$ cat config.mk
export PLATFORM = sky130hd
export DESIGN_NAME = rgb2ycc_curve
export DESIGN_NICKNAME = d
export VERILOG_FILES = /design/src/rtl/rgb2ycc_pkg.sv /design/src/rtl/rgb2ycc_curve.sv
export SDC_FILE = /design/constraint.sdc
export NUM_CORES = 1
export LEC_CHECK = 0
export ABC_AREA = 1
export BUFFER_PORTS_ARGS = -buffer_cell sky130_fd_sc_hd__buf_2
export CAP_MARGIN = 15
export CORE_MARGIN = 1.5
export CORE_UTILIZATION = 54
export CTS_CLUSTER_DIAMETER = 30
export DETAILED_ROUTE_END_ITERATION = 16
export GPL_ROUTABILITY_DRIVEN = 1
export GPL_TIMING_DRIVEN = 1
export HOLD_SLACK_MARGIN = 0.05
export PLACE_DENSITY = 0.74
export REMOVE_ABC_BUFFERS = 1
export SYNTH_ARGS = -nofsm -noshare
export SYNTH_HDL_FRONTEND = slang
export SYNTH_SLANG_ARGS = --single-unit
$ cat constraint.sdc
create_clock -name clk -period 6.5 [get_ports clk]
set_clock_uncertainty 0.2 [all_clocks]
set_input_delay 1.3 -clock clk [delete_from_list [all_inputs] [get_ports clk]]
set_output_delay 1.3 -clock clk [all_outputs]
set_load 0.02 [all_outputs]
$ cat src/rtl/rgb2ycc_pkg.sv
// Shared types and constants for the RGB to YCbCr pixel converter.
// Holds the configuration register map, the register bundle and the datapath widths.
// Depends on nothing; every other file in rtl refers to it by scoped names.
package rgb2ycc_pkg;

	localparam int CH_W      = 8;   // colour sample width
	localparam int COORD_W   = 15;  // column and row width
	localparam int KNEE_W    = 9;
	localparam int EPS_W     = 16;
	localparam int WGT_W     = 17;  // luma weights and chroma scales
	localparam int BIAS_W    = 8;
	localparam int CFG_IDX_W = 3;
	localparam int CFG_DW    = 17;  // widest register

	// Curved channel, signed Q16 in units of 1/255.
	localparam int P_W    = 25;
	localparam int SAG_W  = EPS_W + CH_W;
	// Weighted channel, sum of three weighted channels, chroma difference.
	localparam int PROD_W = P_W + WGT_W + 1;
	localparam int Y_W    = PROD_W + 2;
	localparam int DIFF_W = Y_W + 1;
	// The chroma difference is multiplied in two halves.
	localparam int LO_W   = 23;
	localparam int HI_W   = DIFF_W - LO_W;
	localparam int LOP_W  = LO_W + WGT_W;
	localparam int HIP_W  = HI_W + WGT_W + 1;
	localparam int ACC_W  = 64;

	// Fractional bits of luma (Q32) and chroma (Q48) before the final floor.
	localparam int Y_FRAC = 32;
	localparam int C_FRAC = 48;

	typedef enum logic [CFG_IDX_W-1:0] {
		REG_KNEE_LEVEL   = 3'd0,
		REG_GAMMA_OFFSET = 3'd1,
		REG_RED_WEIGHT   = 3'd2,
		REG_GREEN_WEIGHT = 3'd3,
		REG_BLUE_WEIGHT  = 3'd4,
		REG_BLUE_SCALE   = 3'd5,
		REG_RED_SCALE    = 3'd6,
		REG_CHROMA_BIAS  = 3'd7
	} cfg_reg_t;

	localparam logic [KNEE_W-1:0] RST_KNEE_LEVEL   = 9'd26;
	localparam logic [EPS_W-1:0]  RST_GAMMA_OFFSET = 16'd66;
	localparam logic [WGT_W-1:0]  RST_RED_WEIGHT   = 17'd16384;
	localparam logic [WGT_W-1:0]  RST_GREEN_WEIGHT = 17'd32768;
	localparam logic [WGT_W-1:0]  RST_BLUE_WEIGHT  = 17'd16384;
	localparam logic [WGT_W-1:0]  RST_BLUE_SCALE   = 17'd43691;
	localparam logic [WGT_W-1:0]  RST_RED_SCALE    = 17'd43691;
	localparam logic [BIAS_W-1:0] RST_CHROMA_BIAS  = 8'd128;

	typedef struct packed {
		logic [KNEE_W-1:0] knee_level;
		logic [EPS_W-1:0]  gamma_offset;
		logic [WGT_W-1:0]  red_weight;
		logic [WGT_W-1:0]  green_weight;
		logic [WGT_W-1:0]  blue_weight;
		logic [WGT_W-1:0]  blue_scale;
		logic [WGT_W-1:0]  red_scale;
		logic [BIAS_W-1:0] chroma_bias;
	} cfg_t;

	typedef struct packed {
		logic [COORD_W-1:0] col;
		logic [COORD_W-1:0] row;
	} coord_t;

endpackage

$ cat src/rtl/rgb2ycc_curve.sv
// Transfer curve stage for one colour channel (first pipeline stage).
// Produces the curved channel as signed Q16 in units of 1/255, registered.
// Depends on rgb2ycc_pkg.
module rgb2ycc_curve (
	input  logic                                      clk,
	input  logic [rgb2ycc_pkg::CH_W-1:0]              sample,
	input  logic [rgb2ycc_pkg::KNEE_W-1:0]            knee_level,
	input  logic [rgb2ycc_pkg::EPS_W-1:0]             gamma_offset,
	output logic signed [rgb2ycc_pkg::P_W-1:0]        curved_s1
);

	localparam int LIN_W = rgb2ycc_pkg::P_W - 1;

	logic [rgb2ycc_pkg::CH_W-1:0]           headroom;
	logic [rgb2ycc_pkg::SAG_W-1:0]          sag;
	logic [LIN_W-1:0]                       lin;
	logic signed [rgb2ycc_pkg::P_W-1:0]     upper;
	logic                                   below_knee;

	// The upper segment sags below the line by eps * (255 - c).
	assign headroom   = {rgb2ycc_pkg::CH_W{1'b1}} - sample;
	assign sag        = rgb2ycc_pkg::SAG_W'(gamma_offset) * rgb2ycc_pkg::SAG_W'(headroom);
	assign lin        = {sample, 16'h0000};
	assign upper      = $signed({1'b0, lin}) - $signed({1'b0, sag});
	assign below_knee = ({1'b0, sample} < knee_level);

	always_ff @(posedge clk) begin
		curved_s1 <= below_knee ? $signed({1'b0, lin}) : upper;
	end

endmodule

==> reports/qor.yml <==
outcome: "complete, no violations"
antenna_cells: 0
gp_congestion: 0.931
worst-setup-path-type: "input pin to flop"
worstPathMaxFanout: 12
hp-start: "sample[0]"
largest_reg_flops: 25
dp_slack_ns: 0.684
rsz0062_at_grt: "no"
post_dp_cell_area_mm2: 0.00621
antenna_found_initial: 0
largest_register: "curved_s1"
synth-simple-area-share_pct: 24.8
hold_buffers: 0
maxCapViolCount: 0
fin_setup_tns_ns: 0
drc: 0
synthAdderAreaFrac_pct: 45.4
synth_top_family_by_area: "adder cells"
grt_util_all_layers_pct: 26.0
finalInstanceArea_mm2: 0.00625
wl_per_cell_um: 13.2
pwr_density_cell_mw_per_mm2: 478
period_minus_slack_ns: 5.54
grt_pass1_vias: 5164
ctsResizeCount: 0
seq_area_frac_synth_pct: 8.60
start_util_pct: 56.1
ys.flop_type: "dfxtp_1"
drtAntennaViolNets: 0
ys_ff_latch: 25
hold_viol: 0
die_h_um: 107
synth.distinct_cells: 30
synth-compound-area-share_pct: 2.84
fmax_mhz: 181
cp-startpoint: "sample[6]"
worstPathRequired_ns: 6.48
min_path_type: "input pin to flop"
dr.pass1.iters: 5
grt_max_degree: 21
leakagePower_nw: 3.76
synth_enable_flop_cells: 0
muxShareOfSynthArea_pct: 0
final_layout_size_suffix_gt1_share_pct: 10.5
post-cts-setup-buffers: 0
hpwl_mm: 11.4
avgSynthCellArea_um2: 7.01
numClockSinks: 25
grt_pass1_wl_mm: 23.3
area_growth_pct: 7.53
io_pins: 59
setup_viol_count_final: 0
fin_ws_ns: 0.961
nets: 1069
reg_top3: "curved_s1 x25"
synthCells: 830
cts-buffers-inserted: 3
path_cells: "buf_2 > inv_1 > nand2_1 > fa_1 > fa_1 > fa_1 > inv_1 > fa_1 > inv_1 > ha_1 > nand2_2 > nor2_1 > inv_1 > nor2_2 > nand3_1 > nand3_1 > nand2_1 > nand3_1 > nand2_1"
drtIter0Drc: 279
slowest_stage: "fa_1"
cpPeakStageDelay_ns: 0.55
slew_violations: 0
vdd_drop_max_mv: 0.253
port_buffers: 58
wirelength_mm: 13.4
netlist_area_mm2: 0.00582
async_reset_ff_share_pct: 0
fp.dieW_um: 107
cts-root-buf: "clkbuf_8"
overflow: 0
worstMarginPinSlew_ns: 0.547
row_count: 37
cts.clk_slew.worst_paths_ns: 0.10
yosys_warnings: 0
synth_xor_area_share_pct: 0.903
start_kind: "input pin"
die_area_mm2: 0.0114
clockBufferDepth: 2
critPathArrivalTime_ns: 5.52
tritoncts: "built"
endpoint_kind: "flop"
relSlewSlack_pct: 63.5
core_mm2: 0.0104
vias: 4970
fin_crit_sh_pct: 85.2
htree_levels: 1
viasPerCell: 4.90
[metrics by stage]
stage	hold WS, ns	instances	power [W]	utilization (%)
finish	1.10	1014	0.00299	60.3
global route	1.14	1014	0.00345	60.3
CTS	1.10	1014	0.00300	60.3
detailed placement	1.40	1010	0.00289	59.8
global placement	1.39	1010	0.00286	59.8
floorplan	1.21	815	0.00231	-
[critical path, delay by kind of cell]
kind                     cells  cell delay (ns)
adder cells (fa/ha/maj)      5             2.55
buffers and inverters        5             0.76
AND/OR/NAND/NOR              9             0.91
[cell families after synthesis]
family                   Yosys count
AO/OA/AOI/OAI                     28
XOR/XNOR                           6
adder cells (fa/ha/maj)          156
buffers and inverters            264
flip-flops                        25
AND/OR/NAND/NOR                  351
[cell type report]
cell class                 instances  area [µm²]
fill                            1029        4120
inverter                         249         935
clock inverter                     1        7.51
clock buffer                       3        41.3
sequential                        25         500
tap                              136         170
multi-input combinational        541        4300
timing repair buffer              59         298
[cells in the final DEF (no fill, tap or decap)]
cell | synthesis | final
inv_1 | 240 | 240
nand2_1 | 229 | 229
fa_1 | 92 | 92
nor2_1 | 67 | 67
ha_1 | 64 | 64
buf_2 | 1 | 58
nand3_1 | 27 | 27
dfxtp_1 | 25 | 25
a21oi_1 | 17 | 17
inv_2 | 7 | 7
xor2_1 | 6 | 6
nand2_2 | 5 | 5
nor2_2 | 5 | 5
nand4_1 | 5 | 5
nand3_2 | 4 | 4
or2_2 | 4 | 4
a21oi_2 | 3 | 3
o21ai_0 | 3 | 3
nand3b_1 | 3 | 3
clkbuf_8 | 1 | 3
clkinv_1 | 2 | 2
o21bai_1 | 2 | 2
a2bb2oi_1 | 1 | 1
and2_1 | 1 | 1
a21boi_1 | 1 | 1
and2_4 | 1 | 1
a21o_1 | 1 | 1
clkinvlp_4 | 0 | 1
buf_4 | 1 | 1
[per-layer routing]
layer,global-route usage [%],vias up,share of wire [%]
met4,5.05,0,1.6
met3,3.04,19,5.7
met1,31.7,2332,41
li1,-,2470,-
met5,0,-,0
met2,49.1,149,51
[Yosys cell counts, drive strengths merged (4+ instances only)]
cell / number / area, µm²
fa: 92 / 1840
nand3: 31 / 175
ha: 64 / 801
nand4: 5 / 31.3
nor2: 72 / 283
nand2: 234 / 891
inv: 247 / 927
or2: 4 / 25.0
clkbuf: 12 / 55.1
a21oi: 20 / 111
dfxtp: 25 / 500
xor2: 6 / 52.6
[where the power goes]
part	switching (W)	internal (W)	total, W
Clock	0.0000561	0.0000437	0.0000998
Combinational	0.00170	0.000974	0.00268
Sequential	0.0000113	0.000198	0.000209
Total	0.00177	0.00122	0.00299
[worst paths after layout]
| path | to | slack [ns] | cells past startpoint |
|---|---|---|---|
| worst min-delay path | curved_s1[0]$_SDFF_PP0_ | 1.10 | 4 |
| worst max-delay path | curved_s1[22]$_DFF_P_ | 0.96 | 19 |
No activity file was read; power rests on OpenSTA's default activity.
