==> src/rtl/rgb2ycc_pkg.sv <==
// Shared types and constants for the RGB to YCbCr pixel converter.
// Holds the configuration register map, the register bundle and the datapath widths.
// Depends on nothing; every other file in rtl refers to it by scoped names.
package rgb2ycc_pkg;

	localparam int CH_W      = 8;   // colour sample width
	localparam int COORD_W   = 15;  // column and row width
	localparam int KNEE_W    = 9;
	localparam int EPS_W     = 16;
	localparam int WGT_W     = 17;  // luma weights and chroma scales
	localparam int BIAS_W    = 8;
	localparam int CFG_IDX_W = 3;
	localparam int CFG_DW    = 17;  // widest register

	// Curved channel, signed Q16 in units of 1/255.
	localparam int P_W    = 25;
	localparam int SAG_W  = EPS_W + CH_W;
	// Weighted channel, sum of three weighted channels, chroma difference.
	localparam int PROD_W = P_W + WGT_W + 1;
	localparam int Y_W    = PROD_W + 2;
	localparam int DIFF_W = Y_W + 1;
	// The chroma difference is multiplied in two halves.
	localparam int LO_W   = 23;
	localparam int HI_W   = DIFF_W - LO_W;
	localparam int LOP_W  = LO_W + WGT_W;
	localparam int HIP_W  = HI_W + WGT_W + 1;
	localparam int ACC_W  = 64;

	// Fractional bits of luma (Q32) and chroma (Q48) before the final floor.
	localparam int Y_FRAC = 32;
	localparam int C_FRAC = 48;

	typedef enum logic [CFG_IDX_W-1:0] {
		REG_KNEE_LEVEL   = 3'd0,
		REG_GAMMA_OFFSET = 3'd1,
		REG_RED_WEIGHT   = 3'd2,
		REG_GREEN_WEIGHT = 3'd3,
		REG_BLUE_WEIGHT  = 3'd4,
		REG_BLUE_SCALE   = 3'd5,
		REG_RED_SCALE    = 3'd6,
		REG_CHROMA_BIAS  = 3'd7
	} cfg_reg_t;

	localparam logic [KNEE_W-1:0] RST_KNEE_LEVEL   = 9'd26;
	localparam logic [EPS_W-1:0]  RST_GAMMA_OFFSET = 16'd66;
	localparam logic [WGT_W-1:0]  RST_RED_WEIGHT   = 17'd16384;
	localparam logic [WGT_W-1:0]  RST_GREEN_WEIGHT = 17'd32768;
	localparam logic [WGT_W-1:0]  RST_BLUE_WEIGHT  = 17'd16384;
	localparam logic [WGT_W-1:0]  RST_BLUE_SCALE   = 17'd43691;
	localparam logic [WGT_W-1:0]  RST_RED_SCALE    = 17'd43691;
	localparam logic [BIAS_W-1:0] RST_CHROMA_BIAS  = 8'd128;

	typedef struct packed {
		logic [KNEE_W-1:0] knee_level;
		logic [EPS_W-1:0]  gamma_offset;
		logic [WGT_W-1:0]  red_weight;
		logic [WGT_W-1:0]  green_weight;
		logic [WGT_W-1:0]  blue_weight;
		logic [WGT_W-1:0]  blue_scale;
		logic [WGT_W-1:0]  red_scale;
		logic [BIAS_W-1:0] chroma_bias;
	} cfg_t;

	typedef struct packed {
		logic [COORD_W-1:0] col;
		logic [COORD_W-1:0] row;
	} coord_t;

endpackage

==> src/rtl/rgb2ycc_chroma.sv <==
// Chroma path for one difference channel (pipeline stages four to six).
// Forms (P*2^16 - Y) * scale + bias*2^48, with the wide product split in two halves,
// then floors and clamps to 0..255. Depends on rgb2ycc_pkg.
module rgb2ycc_chroma (
	input  logic                                      clk,
	input  logic signed [rgb2ycc_pkg::P_W-1:0]        curved_s3,
	input  logic signed [rgb2ycc_pkg::Y_W-1:0]        luma_q_s3,
	input  logic [rgb2ycc_pkg::WGT_W-1:0]             scale,
	input  logic [rgb2ycc_pkg::BIAS_W-1:0]            bias,
	output logic [rgb2ycc_pkg::CH_W-1:0]              chroma_s6
);

	localparam int DIFF_W = rgb2ycc_pkg::DIFF_W;
	localparam int LO_W   = rgb2ycc_pkg::LO_W;
	localparam int HI_W   = rgb2ycc_pkg::HI_W;
	localparam int LOP_W  = rgb2ycc_pkg::LOP_W;
	localparam int HIP_W  = rgb2ycc_pkg::HIP_W;
	localparam int ACC_W  = rgb2ycc_pkg::ACC_W;
	localparam int C_FRAC = rgb2ycc_pkg::C_FRAC;
	localparam int CH_W   = rgb2ycc_pkg::CH_W;

	logic signed [DIFF_W-1:0] diff_d;
	logic signed [DIFF_W-1:0] diff_s4;
	logic [LOP_W-1:0]         lo_prod_d;
	logic signed [HIP_W-1:0]  hi_prod_d;
	logic [LOP_W-1:0]         lo_prod_s5;
	logic signed [HIP_W-1:0]  hi_prod_s5;
	logic signed [ACC_W-1:0]  hi_ext;
	logic [ACC_W-1:0]         lo_ext;
	logic [ACC_W-1:0]         bias_ext;
	logic [ACC_W-1:0]         acc;
	logic [CH_W-1:0]          clamped;

	assign diff_d = DIFF_W'($signed({curved_s3, 16'h0000})) - DIFF_W'(luma_q_s3);

	always_ff @(posedge clk) begin
		diff_s4 <= diff_d;
	end

	// Low half is unsigned, high half carries the sign.
	assign lo_prod_d = LOP_W'(diff_s4[LO_W-1:0]) * LOP_W'(scale);
	assign hi_prod_d = HIP_W'($signed(diff_s4[DIFF_W-1:LO_W])) * HIP_W'($signed({1'b0, scale}));

	always_ff @(posedge clk) begin
		lo_prod_s5 <= lo_prod_d;
		hi_prod_s5 <= hi_prod_d;
	end

	// The full sum stays well inside 63 bits, so bit 63 is its sign.
	assign hi_ext   = ACC_W'(hi_prod_s5);
	assign lo_ext   = ACC_W'(lo_prod_s5);
	assign bias_ext = {bias, {C_FRAC{1'b0}}};
	assign acc      = ACC_W'(hi_ext <<< LO_W) + lo_ext + bias_ext;

	always_comb begin
		if (acc[ACC_W-1]) begin
			clamped = '0;
		end else if (|acc[ACC_W-2:C_FRAC+CH_W]) begin
			clamped = {CH_W{1'b1}};
		end else begin
			clamped = acc[C_FRAC+CH_W-1:C_FRAC];
		end
	end

	always_ff @(posedge clk) begin
		chroma_s6 <= clamped;
	end

endmodule

==> config.mk <==
export PLATFORM = sky130hd
export DESIGN_NAME = rgb2ycc_chroma
export DESIGN_NICKNAME = d
export VERILOG_FILES = /design/src/rtl/rgb2ycc_pkg.sv /design/src/rtl/rgb2ycc_chroma.sv
export SDC_FILE = /design/constraint.sdc
export NUM_CORES = 2
export LEC_CHECK = 0
export BUFFER_PORTS_ARGS = -buffer_cell sky130_fd_sc_hd__buf_2
export CAP_MARGIN = 25
export CORE_UTILIZATION = 60
export DETAILED_ROUTE_END_ITERATION = 7
export GPL_TIMING_DRIVEN = 1
export PLACE_DENSITY = 0.8
export REMOVE_ABC_BUFFERS = 1
export SYNTH_ARGS = -nofsm -noshare
export SYNTH_HDL_FRONTEND = slang
export SYNTH_SLANG_ARGS = --single-unit
export TNS_END_PERCENT = 10
==> constraint.sdc <==
create_clock -name clk -period 9.97 [get_ports clk]
set_input_delay 0.4985 -clock clk [delete_from_list [all_inputs] [get_ports clk]]
set_output_delay 0.4985 -clock clk [all_outputs]
set_load 0.05 [all_outputs]
==> run_results.csv <==
group,metric,value,unit
placement,dp_hpwl,59300,um
cts,cts_max_level,3,
floorplanning,die_area,53300,sq um
layout,drive_above_1_share,5.01,%
global_routing,grt_usage,30.2,%
layout,fill_cells,4299,
worst_hold_path,holdPathStages,1,
timing,finalMaxSlewViolations,0,
placement,pre_cts_slack,2240,ps
setup_path,cp-start-kind,"input port",
placement,place_congestion,0.948,
global_routing,grt_overflow_total,0,
cts,cts.clk_slew.worst_paths,80,ps
worst_hold_path,hp-start,"luma_q_s3[0]",
cts,root_buffer,"clkbuf_16",
placement,io_buffers,103,
global_routing,grt_max_degree,47,
layout,nets,4606,
worst_hold_path,hold_end,"diff_s4[0]$_DFF_P_",
drt,vias,23400,
timing,timing.clock.skew,11.7,ps
logic_synthesis,syn_area_per_cell,8.84,sq um
placement,dpl_cell_area,32400,sq um
layout,mostFrequentLayoutCell,"inv_1",
logic_synthesis,synth-edff-count,0,
setup_path,cp.arrival,7770,ps
flow_run,max_cap_violations,0,
cts,clk_latency,390,ps
timing,timing.final.crit_share,75.3,%
timing,layout_min_cycle_time,7510,ps
setup_path,r2r-end,"hi_prod_s5[40]$_DFF_P_",
timing,rsz0062_at_grt,"no",
floorplanning,num_rows,83,
logic_synthesis,async_flop_share,0,%
worst_hold_path,hp-class,"in2reg",
cts,cts_setup_buffers,0,
timing,fmax,0.133,GHz
floorplanning,core_area,51500,sq um
floorplanning,start_util,61.0,%
drt,routedWlPerCell,17.6,um
drt,viasPerCell,5.54,
floorplanning,die_w,231,um
logic_synthesis,netlist_area,31400,sq um
timing,fin_setup_tns,0,ps
layout,layout.cells.most_common_list,"inv_1, fa_1, nand2_1",
outcome,status,"finished clean",
cts,clockBufferDepth,2,
timing,fin_ws,2460,ps
drt,wl,74400,um
setup_path,crit_family,"adder cells",
logic_synthesis,syn_inst,3552,
timing,relSlewSlack,34.3,%
setup_path,end_kind,"flip-flop",
timing,hold_viol_final,0,
global_routing,grt_pass1_wl,126000,um
drt,drt_iter0_drc,1781,
timing,setup_viol,0,
setup_path,worstRegToRegCells,22,
setup_path,r2r-start,"diff_s4[28]$_DFF_P_",
logic_synthesis,yosysWarnings,0,
cts,post_cts_resized,0,
timing,worst_pin_slew,985,ps
logic_synthesis,ys_seq_area_share,7.14,%
floorplanning,boundaryPins,104,
global_routing,antenna_found_initial,2,
cts,cts-buffers-inserted,9,
setup_path,path_max_fanout,26,
logic_synthesis,ys_ff_latch,112,
cts,cts_tree,"built",
cts,holdBufCountCts,0,
setup_path,slowest_delay,670,ps
layout,areaGrowthSynthToFinish,4.19,%
floorplanning,fp.dieH,231,um
layout,stdcell_area,32700,sq um
drt,postRouteAntennaNets,0,
cts,cts.sinks,112,
setup_path,slowest_stage,"nor4_2",
setup_path,crit_required,10240,ps
setup_path,r2r_slack,2530,ps
setup_path,path_buf_inv,7,
drt,drc,0,
setup_path,crit_top_cell,"fa_1",
setup_path,path_class,"in2reg",
drt,dr.pass1.iters,5,
logic_synthesis,synth_flop_cell,"dfxtp_1",
setup_path,path_cells,"buf_2, buf_4, nand2_1, fa_1, inv_1, fa_1, inv_1, fa_1, inv_1, fa_1, fa_1, inv_1, fa_1, inv_1, ha_1, nand4_1, nor4_2, nand4_1, o211ai_1, o21ai_1, a21oi_1, a211o_1, a21oi_1, xnor2_1",
global_routing,grt_pass1_vias,25600,
logic_synthesis,synth.distinct_cells,83,
==> sequential cells by signal (all words and copies together) (netlist names) <==
signal / flops
hi_prod_s5: 41
chroma_s6: 8
diff_s4: 46
lo_prod_s5: 17
==> layout make-up <==
cell class | instances | area [sq um] | share of cell area, %
Timing Repair Buffer | 127 | 716 | 2.19
Clock buffer | 11 | 233 | 0.711
Clock inverter | 5 | 57.6 | 0.176
Inverter | 910 | 3420 | 10.4
Tap cell | 680 | 851 | 2.60
Sequential cell | 112 | 2240 | 6.85
Antenna cell | 1 | 2.50 | 0.00765
Multi-Input combinational cell | 2386 | 25200 | 77.0
==> metrics by stage <==
stage / hold slack (ps) / util [%] / std cells
2_1_floorplan: 526 / - / 3408
3_3_place_gp: 683 / 62.9 / 4214
3_5_place_dp: 677 / 62.9 / 4214
4_1_cts: 250 / 63.5 / 4230
5_1_grt: 258 / 63.5 / 4231
6_report: 284 / 63.5 / 4232
==> kinds of logic (layout without fill, tap and decap cells) <==
kind of cell	after synthesis	after routing	share of synthesized area (%)
AO/OA/AOI/OAI	266	266	6.03
buffers and inverters	1054	1053	12.6
AND/OR/NAND/NOR	1051	1051	16.2
adder cells (fa/ha/maj)	964	964	55.1
flip-flops	112	112	7.14
XOR/XNOR	103	103	2.87
other	0	1	0
multiplexers	2	2	0.0677
==> synthesized netlist by cell type (6+ instances only) <==
master / n / area (sq um)
a211oi_1: 16 / 120
nor2_1: 69 / 259
o21a_1: 21 / 158
inv_1: 910 / 3420
o21bai_1: 9 / 67.6
nor3b_1: 6 / 45.0
a21oi_1: 67 / 335
clkbuf_1: 141 / 529
or2_2: 6 / 37.5
o21ai_0: 37 / 185
a21o_1: 34 / 255
ha_1: 266 / 3330
xor2_1: 29 / 254
nand3_1: 33 / 165
dfxtp_1: 112 / 2240
o21ai_1: 6 / 30.0
nand4_1: 18 / 113
and2_1: 302 / 1890
and3_1: 12 / 75.1
nand2_1: 533 / 2000
fa_1: 698 / 14000
xnor2_1: 74 / 648
nor2b_1: 15 / 93.8
a31oi_1: 8 / 50.1
nor3_1: 25 / 125
==> how the worst max path moves through the flow <==
stage                              startpoint                      to  slack, ps  cells after the start
after floorplan                      scale[8]  hi_prod_s5[39]$_DFF_P_       3820                     21
after global placement              scale[12]  hi_prod_s5[40]$_DFF_P_       2360                     22
after detailed placement            scale[12]  hi_prod_s5[40]$_DFF_P_       2240                     22
after CTS                           scale[12]  hi_prod_s5[40]$_DFF_P_       2650                     22
after global routing      diff_s4[28]$_DFF_P_  hi_prod_s5[40]$_DFF_P_       2170                     22
final                                scale[8]  hi_prod_s5[40]$_DFF_P_       2460                     24
==> worst reg2reg max path, cell delays in order (launching register included) <==
cell      delay, ps
dfxtp_1         930
nand2_1         190
fa_1            570
inv_1            50
fa_1            490
inv_1            50
fa_1            470
inv_1            50
fa_1            510
fa_1            550
inv_1            60
fa_1            520
inv_1            40
ha_1            400
nand4_1         230
nor4_2          670
nand4_1         330
o211ai_1        270
o21ai_1         190
a21oi_1         330
a211o_1         190
a21oi_1          70
xnor2_1         130
==> routing by layer <==
layer / vias up / track usage [%] / share of wire [%]
met5: - / 0 / 0.019
met4: 2 / 14.5 / 5.1
met3: 221 / 6.40 / 8.6
met2: 985 / 50.0 / 47
met1: 11800 / 37.6 / 39
li1: 10500 / - / -
Power is not shown: default switching activity piles up to over one toggle a cycle in this logic, so the estimate is an artifact.
