**config.mk**
```make
export PLATFORM = sky130hd
export DESIGN_NAME = rgb2ycc_cfg
export DESIGN_NICKNAME = d
export VERILOG_FILES = /design/src/rtl/rgb2ycc_pkg.sv /design/src/rtl/rgb2ycc_cfg.sv
export SDC_FILE = /design/constraint.sdc
export NUM_CORES = 1
export LEC_CHECK = 0
export BUFFER_PORTS_ARGS = -buffer_cell sky130_fd_sc_hd__buf_2
export CAP_MARGIN = 40
export CORE_MARGIN = 2
export CORE_UTILIZATION = 30
export DETAILED_ROUTE_END_ITERATION = 6
export SETUP_SLACK_MARGIN = 0.5
export SLEW_MARGIN = 15
export SYNTH_ARGS = -nofsm -noshare
export SYNTH_HDL_FRONTEND = slang
export SYNTH_SLANG_ARGS = --single-unit
export TNS_END_PERCENT = 100
```
**constraint.sdc**
```tcl
create_clock -name clk -period 1.05 [get_ports clk]
set_clock_uncertainty 0.15 [all_clocks]
set_input_delay 0.0525 -clock clk [delete_from_list [all_inputs] [get_ports clk]]
set_output_delay 0.0525 -clock clk [all_outputs]
set_load 0.05 [all_outputs]
```
**src/rtl/rgb2ycc_pkg.sv**
```systemverilog
// Shared types and constants for the RGB to YCbCr pixel converter.
// Holds the configuration register map, the register bundle and the datapath widths.
// Depends on nothing; every other file in rtl refers to it by scoped names.
package rgb2ycc_pkg;

	localparam int CH_W      = 8;   // colour sample width
	localparam int COORD_W   = 15;  // column and row width
	localparam int KNEE_W    = 9;
	localparam int EPS_W     = 16;
	localparam int WGT_W     = 17;  // luma weights and chroma scales
	localparam int BIAS_W    = 8;
	localparam int CFG_IDX_W = 3;
	localparam int CFG_DW    = 17;  // widest register

	// Curved channel, signed Q16 in units of 1/255.
	localparam int P_W    = 25;
	localparam int SAG_W  = EPS_W + CH_W;
	// Weighted channel, sum of three weighted channels, chroma difference.
	localparam int PROD_W = P_W + WGT_W + 1;
	localparam int Y_W    = PROD_W + 2;
	localparam int DIFF_W = Y_W + 1;
	// The chroma difference is multiplied in two halves.
	localparam int LO_W   = 23;
	localparam int HI_W   = DIFF_W - LO_W;
	localparam int LOP_W  = LO_W + WGT_W;
	localparam int HIP_W  = HI_W + WGT_W + 1;
	localparam int ACC_W  = 64;

	// Fractional bits of luma (Q32) and chroma (Q48) before the final floor.
	localparam int Y_FRAC = 32;
	localparam int C_FRAC = 48;

	typedef enum logic [CFG_IDX_W-1:0] {
		REG_KNEE_LEVEL   = 3'd0,
		REG_GAMMA_OFFSET = 3'd1,
		REG_RED_WEIGHT   = 3'd2,
		REG_GREEN_WEIGHT = 3'd3,
		REG_BLUE_WEIGHT  = 3'd4,
		REG_BLUE_SCALE   = 3'd5,
		REG_RED_SCALE    = 3'd6,
		REG_CHROMA_BIAS  = 3'd7
	} cfg_reg_t;

	localparam logic [KNEE_W-1:0] RST_KNEE_LEVEL   = 9'd26;
	localparam logic [EPS_W-1:0]  RST_GAMMA_OFFSET = 16'd66;
	localparam logic [WGT_W-1:0]  RST_RED_WEIGHT   = 17'd16384;
	localparam logic [WGT_W-1:0]  RST_GREEN_WEIGHT = 17'd32768;
	localparam logic [WGT_W-1:0]  RST_BLUE_WEIGHT  = 17'd16384;
	localparam logic [WGT_W-1:0]  RST_BLUE_SCALE   = 17'd43691;
	localparam logic [WGT_W-1:0]  RST_RED_SCALE    = 17'd43691;
	localparam logic [BIAS_W-1:0] RST_CHROMA_BIAS  = 8'd128;

	typedef struct packed {
		logic [KNEE_W-1:0] knee_level;
		logic [EPS_W-1:0]  gamma_offset;
		logic [WGT_W-1:0]  red_weight;
		logic [WGT_W-1:0]  green_weight;
		logic [WGT_W-1:0]  blue_weight;
		logic [WGT_W-1:0]  blue_scale;
		logic [WGT_W-1:0]  red_scale;
		logic [BIAS_W-1:0] chroma_bias;
	} cfg_t;

	typedef struct packed {
		logic [COORD_W-1:0] col;
		logic [COORD_W-1:0] row;
	} coord_t;

endpackage

```
**src/rtl/rgb2ycc_cfg.sv**
```systemverilog
// Configuration register file of the RGB to YCbCr pixel converter.
// Decodes the plain write port into the register bundle rgb2ycc_pkg::cfg_t.
// Depends on rgb2ycc_pkg.
module rgb2ycc_cfg (
	input  logic                                clk,
	input  logic                                arst_n,
	input  logic                                cfg_we,
	input  logic [rgb2ycc_pkg::CFG_IDX_W-1:0]   cfg_idx,
	input  logic [rgb2ycc_pkg::CFG_DW-1:0]      cfg_wdata,
	output rgb2ycc_pkg::cfg_t                   cfg
);

	rgb2ycc_pkg::cfg_t cfg_q;

	always_ff @(posedge clk or negedge arst_n) begin
		if (!arst_n) begin
			cfg_q.knee_level   <= rgb2ycc_pkg::RST_KNEE_LEVEL;
			cfg_q.gamma_offset <= rgb2ycc_pkg::RST_GAMMA_OFFSET;
			cfg_q.red_weight   <= rgb2ycc_pkg::RST_RED_WEIGHT;
			cfg_q.green_weight <= rgb2ycc_pkg::RST_GREEN_WEIGHT;
			cfg_q.blue_weight  <= rgb2ycc_pkg::RST_BLUE_WEIGHT;
			cfg_q.blue_scale   <= rgb2ycc_pkg::RST_BLUE_SCALE;
			cfg_q.red_scale    <= rgb2ycc_pkg::RST_RED_SCALE;
			cfg_q.chroma_bias  <= rgb2ycc_pkg::RST_CHROMA_BIAS;
		end else if (cfg_we) begin
			unique case (rgb2ycc_pkg::cfg_reg_t'(cfg_idx))
				rgb2ycc_pkg::REG_KNEE_LEVEL:
					cfg_q.knee_level <= cfg_wdata[rgb2ycc_pkg::KNEE_W-1:0];
				rgb2ycc_pkg::REG_GAMMA_OFFSET:
					cfg_q.gamma_offset <= cfg_wdata[rgb2ycc_pkg::EPS_W-1:0];
				rgb2ycc_pkg::REG_RED_WEIGHT:
					cfg_q.red_weight <= cfg_wdata[rgb2ycc_pkg::WGT_W-1:0];
				rgb2ycc_pkg::REG_GREEN_WEIGHT:
					cfg_q.green_weight <= cfg_wdata[rgb2ycc_pkg::WGT_W-1:0];
				rgb2ycc_pkg::REG_BLUE_WEIGHT:
					cfg_q.blue_weight <= cfg_wdata[rgb2ycc_pkg::WGT_W-1:0];
				rgb2ycc_pkg::REG_BLUE_SCALE:
					cfg_q.blue_scale <= cfg_wdata[rgb2ycc_pkg::WGT_W-1:0];
				rgb2ycc_pkg::REG_RED_SCALE:
					cfg_q.red_scale <= cfg_wdata[rgb2ycc_pkg::WGT_W-1:0];
				rgb2ycc_pkg::REG_CHROMA_BIAS:
					cfg_q.chroma_bias <= cfg_wdata[rgb2ycc_pkg::BIAS_W-1:0];
			endcase
		end
	end

	assign cfg = cfg_q;

endmodule

```
==> results.yml, run 1 <==
clock_tree:
  clkTransAtPathRegs_ps: 60
  cts_buffer_depth: 2
  clk_latency_ps: 400
  cts-htree-levels: 4
  cts_tree: "done"
  cts.sinks: 118
  cts_buffers: 17
  root_buffer: "clkbuf_16"
status:
  status: "complete, but fails checks"
  violations: "negative hold slack, negative setup slack"
synth:
  post-synth-top-count-cell: "mux2_2"
  syn_inst: 257
  synth_common_cells: "mux2_2, dfrtp_1, dfstp_2"
  syn_avg_cell_area_um2: 17.8
  yosysUniqueCellTypes: 11
  synth-edff-count: 0
  synth_nets: 280
  synth_top_cell_by_area: "dfrtp_1"
  yosysSeqAreaShare_pct: 65.3
  yosys.area.top_type_share_pct: 49.8
  async_flop_share_pct: 100
  yosys_warnings: 0
  ys.flop_type: "dfrtp_1"
  syn_area_um2: 4570
  synth-seq-cells: 118
  ys_top_cells_by_area: "dfrtp_1, mux2_2, dfstp_2, buf_6, nand4b_4"
worst_setup_path:
  worstSetupPathType: "reg2out"
  cp.depth: 1
  end_kind: "output pin"
  max_stage_delay_ps: 550
  start_kind: "flip-flop"
  path_delay_family: "flip-flops"
  reg2regPathDepth: 3
  crit_fanout: 2
  cp.buffers_inverters: 1
  slowest_stage: "dfstp_2"
  cp.arrival_ps: 1120
  crit_chain: "buf_8"
  worstPathRequired_ps: 850
routing:
  first_iter_violations: 87
  remaining_drc_errors: 0
  wire_per_inst_um: 20.2
  ant_nets: 0
  wl_mm: 13.4
  viasPerCell: 4.60
  drtPass1Iterations: 6
  vias: 3048
power:
  powerDensity_nw_per_um2: 2690
  switching_power_mw: 7.71
  combPwrFrac_pct: 40.0
  switching_share_pct: 35.4
  clkPwrFrac_pct: 28.8
  ir_drop_mv: 1.43
  internal_power_mw: 14.0
  p_leak_nw: 3.79
  seq_power_share_pct: 31.2
grt:
  grtUsageMet1_pct: 20.4
  grt_pass1_wl_mm: 20.1
  antenna_found_initial: 0
  gr-total-overflow: 0
  grt_busiest_layer: "met2"
  use_met2_pct: 26.9
  globalRouteTotalUtil_pct: 16.6
  grt_max_degree: 35
  first_global_vias: 3370
  gr-usage-met3_pct: 6.28
floorplan:
  core_um2: 15000
  die_area_um2: 16300
  die_h_um: 127
  start_util_pct: 30.4
  die_x_um: 127
  rows: 45
  pin_count: 141
timing:
  fin_crit_ps: 1320
  setup_viol: 134
  timing.hold.ws_ps: -627
  clock.fmax_ghz: 0.758
  drv_slew: 0
  fin_ws_ps: -268
  hold_viol_final: 236
  worst_slew_pin_slew_ps: 286
  finalSetupTns_ps: -18650
  fin_crit_sh_pct: 126
  grt_setup_unrepaired: "true"
  maxSlewHeadroom_pct: 80.9
placed_design:
  portBuffers: 140
  post-place-ws_ps: -348
  place_hpwl_mm: 8.03
  gp_congestion: 0.717
cells_and_area:
  final_util_pct: 53.8
  fillers: 1182
  synthToLayoutAreaGrowth_pct: 76.8
  antenna_cells: 0
  fin_nets: 485
  largest_reg_flops: 118
  drive_gt1_share_pct: 96.0
flow_run:
  cap_violations: 0
worst_hold_path:
  hp-class: "in2async"
## power groups by stage
stage	Clock, mW	Sequential [mW]	Combinational [mW]
floorplan	0	10.1	1.26
global placement	0	6.40	6.39
detailed placement	0	6.42	6.44
CTS	6.40	6.72	8.25
global route	6.60	6.90	9.00
finish	6.26	6.78	8.71
## layer usage
layer,up-vias,wire [um]
li1,1333,-
met1,1592,5650
met2,114,6750
met3,9,868
met4,0,123
met5,-,0
## final timing paths
path / from / to / slack [ps]
max: cfg[32] / cfg[32] / -270
min: arst_n / cfg[14] / -630
max reg2reg: cfg[49] / cfg[49] / -110
min reg2reg: cfg[47] / cfg[47] / 380
max in group asynchronous: arst_n / cfg[25] / 830
min in group clk: cfg_wdata[12] / cfg[54] / -200
## layout make-up
class	count	area (um2)	share of cell area (%)
clock buffer	22	454	5.62
clock inverter	10	179	2.21
multi-input combinational	126	1820	22.6
sequential	118	3080	38.1
tap	188	235	2.91
timing repair buffer	199	2310	28.6
## placed cells by master (no fill, tap or decap)
cell | Yosys | final
clkinv_4 | 0 | 1
and4bb_4 | 0 | 2
clkinv_2 | 0 | 4
dfrtp_1 | 91 | 14
nand4_1 | 1 | 1
buf_6 | 8 | 108
buf_8 | 0 | 38
dfrtp_2 | 0 | 77
nor4b_4 | 1 | 1
bufinv_16 | 0 | 5
clkbuf_1 | 0 | 4
mux2_2 | 115 | 25
clkbuf_16 | 0 | 19
buf_12 | 0 | 11
clkbuf_8 | 0 | 1
buf_2 | 3 | 18
mux2_4 | 0 | 93
dfstp_2 | 27 | 27
buf_4 | 2 | 22
nand4b_4 | 3 | 3
and4bb_2 | 3 | 1
## what timing repair did
| action | CTS | global route |
|---|---|---|
| endpoints found under the hold margin | 236 | 236 |
| pin swaps | 1 | 2 |
| gates resized for setup | 308 | 45 |
| endpoints found under the setup margin | 236 | 236 |
| gates cloned | 0 | 2 |
| buffers inserted | 11 | 18 |
## through the flow
step	instance area, um2	instances	power, mW
final	8090	663	21.7
after global routing	8090	663	22.5
after CTS	7750	643	21.4
after detailed placement	6020	600	12.9
after global placement	6020	600	12.8
after floorplan	4920	257	11.3
## logic make-up (layout without fill, tap and decap cells)
family / after synthesis / in the layout / synth area share [%]
buffers and inverters: 13 / 231 / 2.63
DFF: 118 / 118 / 65.3
muxes: 118 / 118 / 29.0
and+or+nand+nor: 8 / 8 / 3.04
(Power assumes the default switching activity.)
==> run 2, diff against run 1 <==
--- a/constraint.sdc
+++ b/constraint.sdc
@@ -3,3 +3,3 @@
 set_input_delay 0.0525 -clock clk [delete_from_list [all_inputs] [get_ports clk]]
 set_output_delay 0.0525 -clock clk [all_outputs]
-set_load 0.05 [all_outputs]
+set_load 0.02 [all_outputs]
==> results.yml, run 2 (synthesis results as in run 1) <==
routing:
  wl_mm: 12.7
  wire_per_inst_um: 19.2
  viasPerCell: 4.53
  drtPass1Iterations: 4
  routed-wl-met2_mm: 6.12
  top_layer: "met4"
  route.layer.met1.wl_mm: 5.51
  ant_nets: 0
  wl_met3_um: 929
  vias: 3013
  remaining_drc_errors: 0
  first_iter_violations: 106
floorplan:
  start_util_pct: 30.4
  rows: 45
  pin_count: 141
  die_x_um: 127
  die_h_um: 127
  die_area_um2: 16300
  core_um2: 15000
power:
  finalPower_mw: 18.2
  p_leak_nw: 3.73
  ir_drop_mv: 1.31
  powerDensity_nw_per_um2: 2340
  switching_share_pct: 28.5
  combPwrFrac_pct: 33.4
  seq_power_share_pct: 36.6
  switching_power_mw: 5.20
  clkPwrFrac_pct: 30.0
  internal_power_mw: 13.0
cells_and_area:
  fin_nets: 487
  fillers: 1208
  multi_input_area_um2: 1790
  final_cell_mix: "buf_6, mux2_4, dfrtp_1"
  final_common_cell: "buf_6"
  largest_reg_flops: 118
  stdcell_area_um2: 7800
  final_cells: 665
  antenna_cells: 0
  regArea_um2: 3030
  drive_gt1_share_pct: 87.4
  synthToLayoutAreaGrowth_pct: 70.5
worst_setup_path:
  cp.depth: 1
  crit_fanout: 2
  worstPathRequired_ps: 850
  path_delay_family: "flip-flops"
  end_kind: "output pin"
  reg2regPathDepth: 2
  worstSetupPathType: "reg2out"
  crit_chain: "buf_6"
  rr_startpoint: "cfg[107]"
  slowest_stage: "dfstp_2"
  reg2reg_slack_ps: -20
  cp.buffers_inverters: 1
  max_stage_delay_ps: 550
  cp.arrival_ps: 1080
  start_kind: "flip-flop"
  cp-endpoint: "cfg[11]"
  cp-startpoint: "cfg[11]"
  timing.rr.end: "cfg[107]"
status:
  violations: "negative hold slack, negative setup slack"
  status: "complete, but fails checks"
timing:
  grt_setup_unrepaired: "true"
  fin_ws_ps: -228
  finalSetupTns_ps: -14790
  fin_crit_ps: 1280
  clock.fmax_ghz: 0.782
  maxSlewHeadroom_pct: 79.4
  drv_slew: 0
  worst_slew_pin_slew_ps: 310
  setup_viol: 126
  fin_crit_sh_pct: 122
  hold_viol_final: 236
  timing.hold.ws_ps: -531
clock_tree:
  clk_latency_ps: 400
  cts-htree-levels: 4
  cts_buffer_depth: 2
  root_buffer: "clkbuf_16"
  cts.sinks: 118
  cts_buffers: 17
  clkTransAtPathRegs_ps: 50
  cts_tree: "done"
placed_design:
  dpl_cell_area_um2: 5860
  gp_congestion: 0.686
  place_inst: 594
  place_hpwl_mm: 7.86
  portBuffers: 140
grt:
  globalRouteTotalUtil_pct: 16.2
  first_global_vias: 3360
  gr-total-overflow: 0
  grt_pass1_wl_mm: 19.7
  grt_max_degree: 40
  antenna_found_initial: 0
worst_hold_path:
  hp-class: "in2async"
flow_run:
  cap_violations: 0
-- run 2: cell types whose count changed in the layout (fill, tap and decap cells not counted), moves of 4 or more --
cell       previous run  this run
buf_6               108       151
mux2_2               25        31
clkbuf_8              1         5
dfrtp_1              14        53
buf_8                38         0
buf_4                22        17
bufinv_16             5         1
dfrtp_2              77        38
mux2_4               93        87
-- run 2: routing by layer --
layer	global-route usage [%]	up-vias
met5	0	-
met4	5.82	0
met3	6.45	16
met2	25.4	109
met1	20.3	1554
li1	-	1334
-- run 2: layout make-up --
cell class | instances | area share, %
Tap cell | 188 | 3.02
Multi-Input combinational cell | 126 | 23.0
Sequential cell | 118 | 38.9
Timing Repair Buffer | 201 | 27.9
Clock inverter | 4 | 0.578
Clock buffer | 28 | 6.63
-- run 2: power by group through the flow --
stage / sequential (mW) / combinational, mW / clock [mW]
finish: 6.67 / 6.09 / 5.47
global route: 6.79 / 6.41 / 5.85
floorplan: 7.62 / 1.15 / 0
detailed placement: 6.38 / 3.93 / 0
CTS: 6.61 / 5.73 / 5.63
global placement: 6.33 / 3.89 / 0
-- run 2: repair_timing --
action                                 CTS  global route
gates resized for setup                297            31
buffers inserted                        23            16
setup endpoints to repair              236           236
endpoints found under the hold margin  236           236
-- run 2: worst min-delay path by stage --
stage | start | to | slack, ps | cells after the start
after floorplan | arst_n | cfg[0] | -390 | 0
after global placement | arst_n | cfg[77] | -100 | 2
after detailed placement | arst_n | cfg[77] | -100 | 2
after CTS | arst_n | cfg[77] | -540 | 2
after global routing | arst_n | cfg[77] | -530 | 2
final | arst_n | cfg[77] | -530 | 2
-- run 2: through the flow --
stage | util (%) | worst slack, ps
2_1_floorplan | - | -267
3_3_place_gp | 39.0 | -294
3_5_place_dp | 39.0 | -313
4_1_cts | 50.3 | -253
5_1_grt | 51.9 | -264
6_report | 51.9 | -228
==> run 3, diff against run 2 <==
Settings changed: ABC_AREA set to 1.
==> results.yml, run 3 <==
worst_setup_path:
  cp.arrival_ps: 1090
  worstPathRequired_ps: 850
  crit_chain: "buf_6"
  start_kind: "flip-flop"
  slowest_stage: "dfstp_2"
  end_kind: "output pin"
  crit_fanout: 2
  cp.buffers_inverters: 1
  max_stage_delay_ps: 560
  worstSetupPathType: "reg2out"
  path_delay_family: "flip-flops"
synth:
  synth-edff-count: 0
  ys_top_cells_by_area: "dfrtp_1, nand2_1, dfstp_2, nand3_1, buf_2"
  yosys_warnings: 0
  synth-seq-cells: 118
  async_flop_share_pct: 100
  syn_area_um2: 4640
  syn_inst: 526
  post-synth-top-count-cell: "nand2_1"
  synth_common_cells: "nand2_1, dfrtp_1, nand3_1"
  yosysUniqueCellTypes: 13
  yosysSeqAreaShare_pct: 64.3
  syn_avg_cell_area_um2: 8.83
  ys.flop_type: "dfrtp_1"
  synth_top_cell_by_area: "dfrtp_1"
  synth_nets: 549
  yosys.area.top_type_share_pct: 49.0
power:
  powerDensity_nw_per_um2: 2250
  p_leak_nw: 3.93
  ir_drop_mv: 1.06
  finalPower_mw: 18.0
routing:
  remaining_drc_errors: 0
  wire_per_inst_um: 16.6
  vias: 4291
  first_iter_violations: 236
  wl_mm: 15.4
  viasPerCell: 4.63
  ant_nets: 0
  drtPass1Iterations: 4
flow_run:
  cap_violations: 0
cells_and_area:
  final_util_pct: 53.0
  fin_nets: 747
  synthToLayoutAreaGrowth_pct: 72.9
  fillers: 1307
  largest_reg_flops: 118
  final_cell_mix: "nand2_1, buf_6, dfrtp_2"
  drive_gt1_share_pct: 57.7
  final_common_cell: "nand2_1"
  final_cells: 926
placed_design:
  portBuffers: 140
  place_hpwl_mm: 9.90
  place_inst: 851
  gp_congestion: 0.748
clock_tree:
  cts_buffers: 17
  root_buffer: "clkbuf_16"
  cts_tree: "done"
  cts_buffer_depth: 2
  clk_latency_ps: 410
  clkTransAtPathRegs_ps: 50
  cts.sinks: 118
  cts-htree-levels: 4
floorplan:
  rows: 45
  start_util_pct: 30.7
  pin_count: 141
  die_h_um: 128
  die_area_um2: 16500
  core_um2: 15100
  die_x_um: 128
timing:
  grt_setup_unrepaired: "true"
  setup_viol: 118
  fin_ws_ps: -246
  hold_viol_final: 236
  maxSlewHeadroom_pct: 77.6
  worst_slew_pin_slew_ps: 336
  clock.fmax_ghz: 0.771
  fin_crit_sh_pct: 123
  drv_slew: 0
  fin_crit_ps: 1300
  timing.hold.ws_ps: -494
  finalSetupTns_ps: -15850
grt:
  grt_max_degree: 63
  grt_pass1_wl_mm: 23.1
  globalRouteTotalUtil_pct: 18.6
  antenna_found_initial: 0
  gr-total-overflow: 0
  first_global_vias: 4144
status:
  violations: "negative hold slack, negative setup slack"
  status: "complete, but fails checks"
worst_hold_path:
  hp-class: "in2async"
run 3: changes by cell type after synthesis, sizes merged:
cell,delta
nand2,+308
nand4b,-3
inv,+6
nor2,+8
clkbuf,+16
nor4b,-1
and4bb,-3
mux2,-118
nand3,+59
buf,-2
nand4,-1
run 3: what timing repair did:
action | CTS | global route
hold endpoints to repair | 236 | 236
buffers inserted | 19 | 22
setup endpoints to repair | 236 | 236
pin swaps | 9 | 32
resized for setup | 270 | 76
gates cloned | 0 | 1
run 3: cell families (layout without fill, tap and decap cells):
group                  after synthesis  in the layout  synth area share, %
DFF                                118            118                 64.3
and+or+nand+nor                    375            376                 32.7
other                                0              1                    0
buffers and inverters               33            243                 3.02
run 3: layout make-up:
| type | instances | area (um2) | area share (%) |
|---|---|---|---|
| Sequential cell | 118 | 3100 | 38.6 |
| Antenna cell | 1 | 2.50 | 0.0312 |
| Inverter | 6 | 65.1 | 0.810 |
| Timing Repair Buffer | 205 | 2170 | 27.0 |
| Multi-Input combinational cell | 376 | 1800 | 22.4 |
| Clock inverter | 9 | 170 | 2.12 |
| Clock buffer | 23 | 488 | 6.08 |
| Tap cell | 188 | 235 | 2.93 |
run 3: path summary, 6_finish.rpt:
kind / start / end / slack, ps / cells past startpoint
worst min register to register: cfg[23] / cfg[23] / 310 / 2
worst max register to register: cfg[26] / cfg[26] / 20 / 4
min in group clk: cfg_wdata[16] / cfg[75] / -220 / 3
worst min-delay path: arst_n / cfg[72] / -490 / 2
max in group asynchronous: arst_n / cfg[110] / 910 / 2
worst max-delay path: cfg[25] / cfg[25] / -250 / 1
run 3: layer usage:
| metal | global-route usage (%) | wire length, um | share of wire, % |
|---|---|---|---|
| met3 | 4.57 | 913 | 5.9 |
| met1 | 24.5 | 6610 | 43 |
| met4 | 5.82 | 188 | 1.2 |
| met5 | 0 | 0 | 0 |
| met2 | 30.2 | 7640 | 50 |
run 3: per-stage QoR:
step / worst slack (ps) / cell area (um2)
2_1_floorplan: 107 / 4940
3_3_place_gp: -144 / 5930
5_1_grt: -268 / 8030
4_1_cts: -262 / 7570
6_report: -246 / 8030
3_5_place_dp: -187 / 5930
run 3: power breakdown:
group | leakage [nW] | switching [mW] | internal [mW]
Combinational | 2.29 | 2.50 | 2.61
Clock | 0.327 | 2.02 | 4.45
Sequential | 1.31 | 0.758 | 5.68
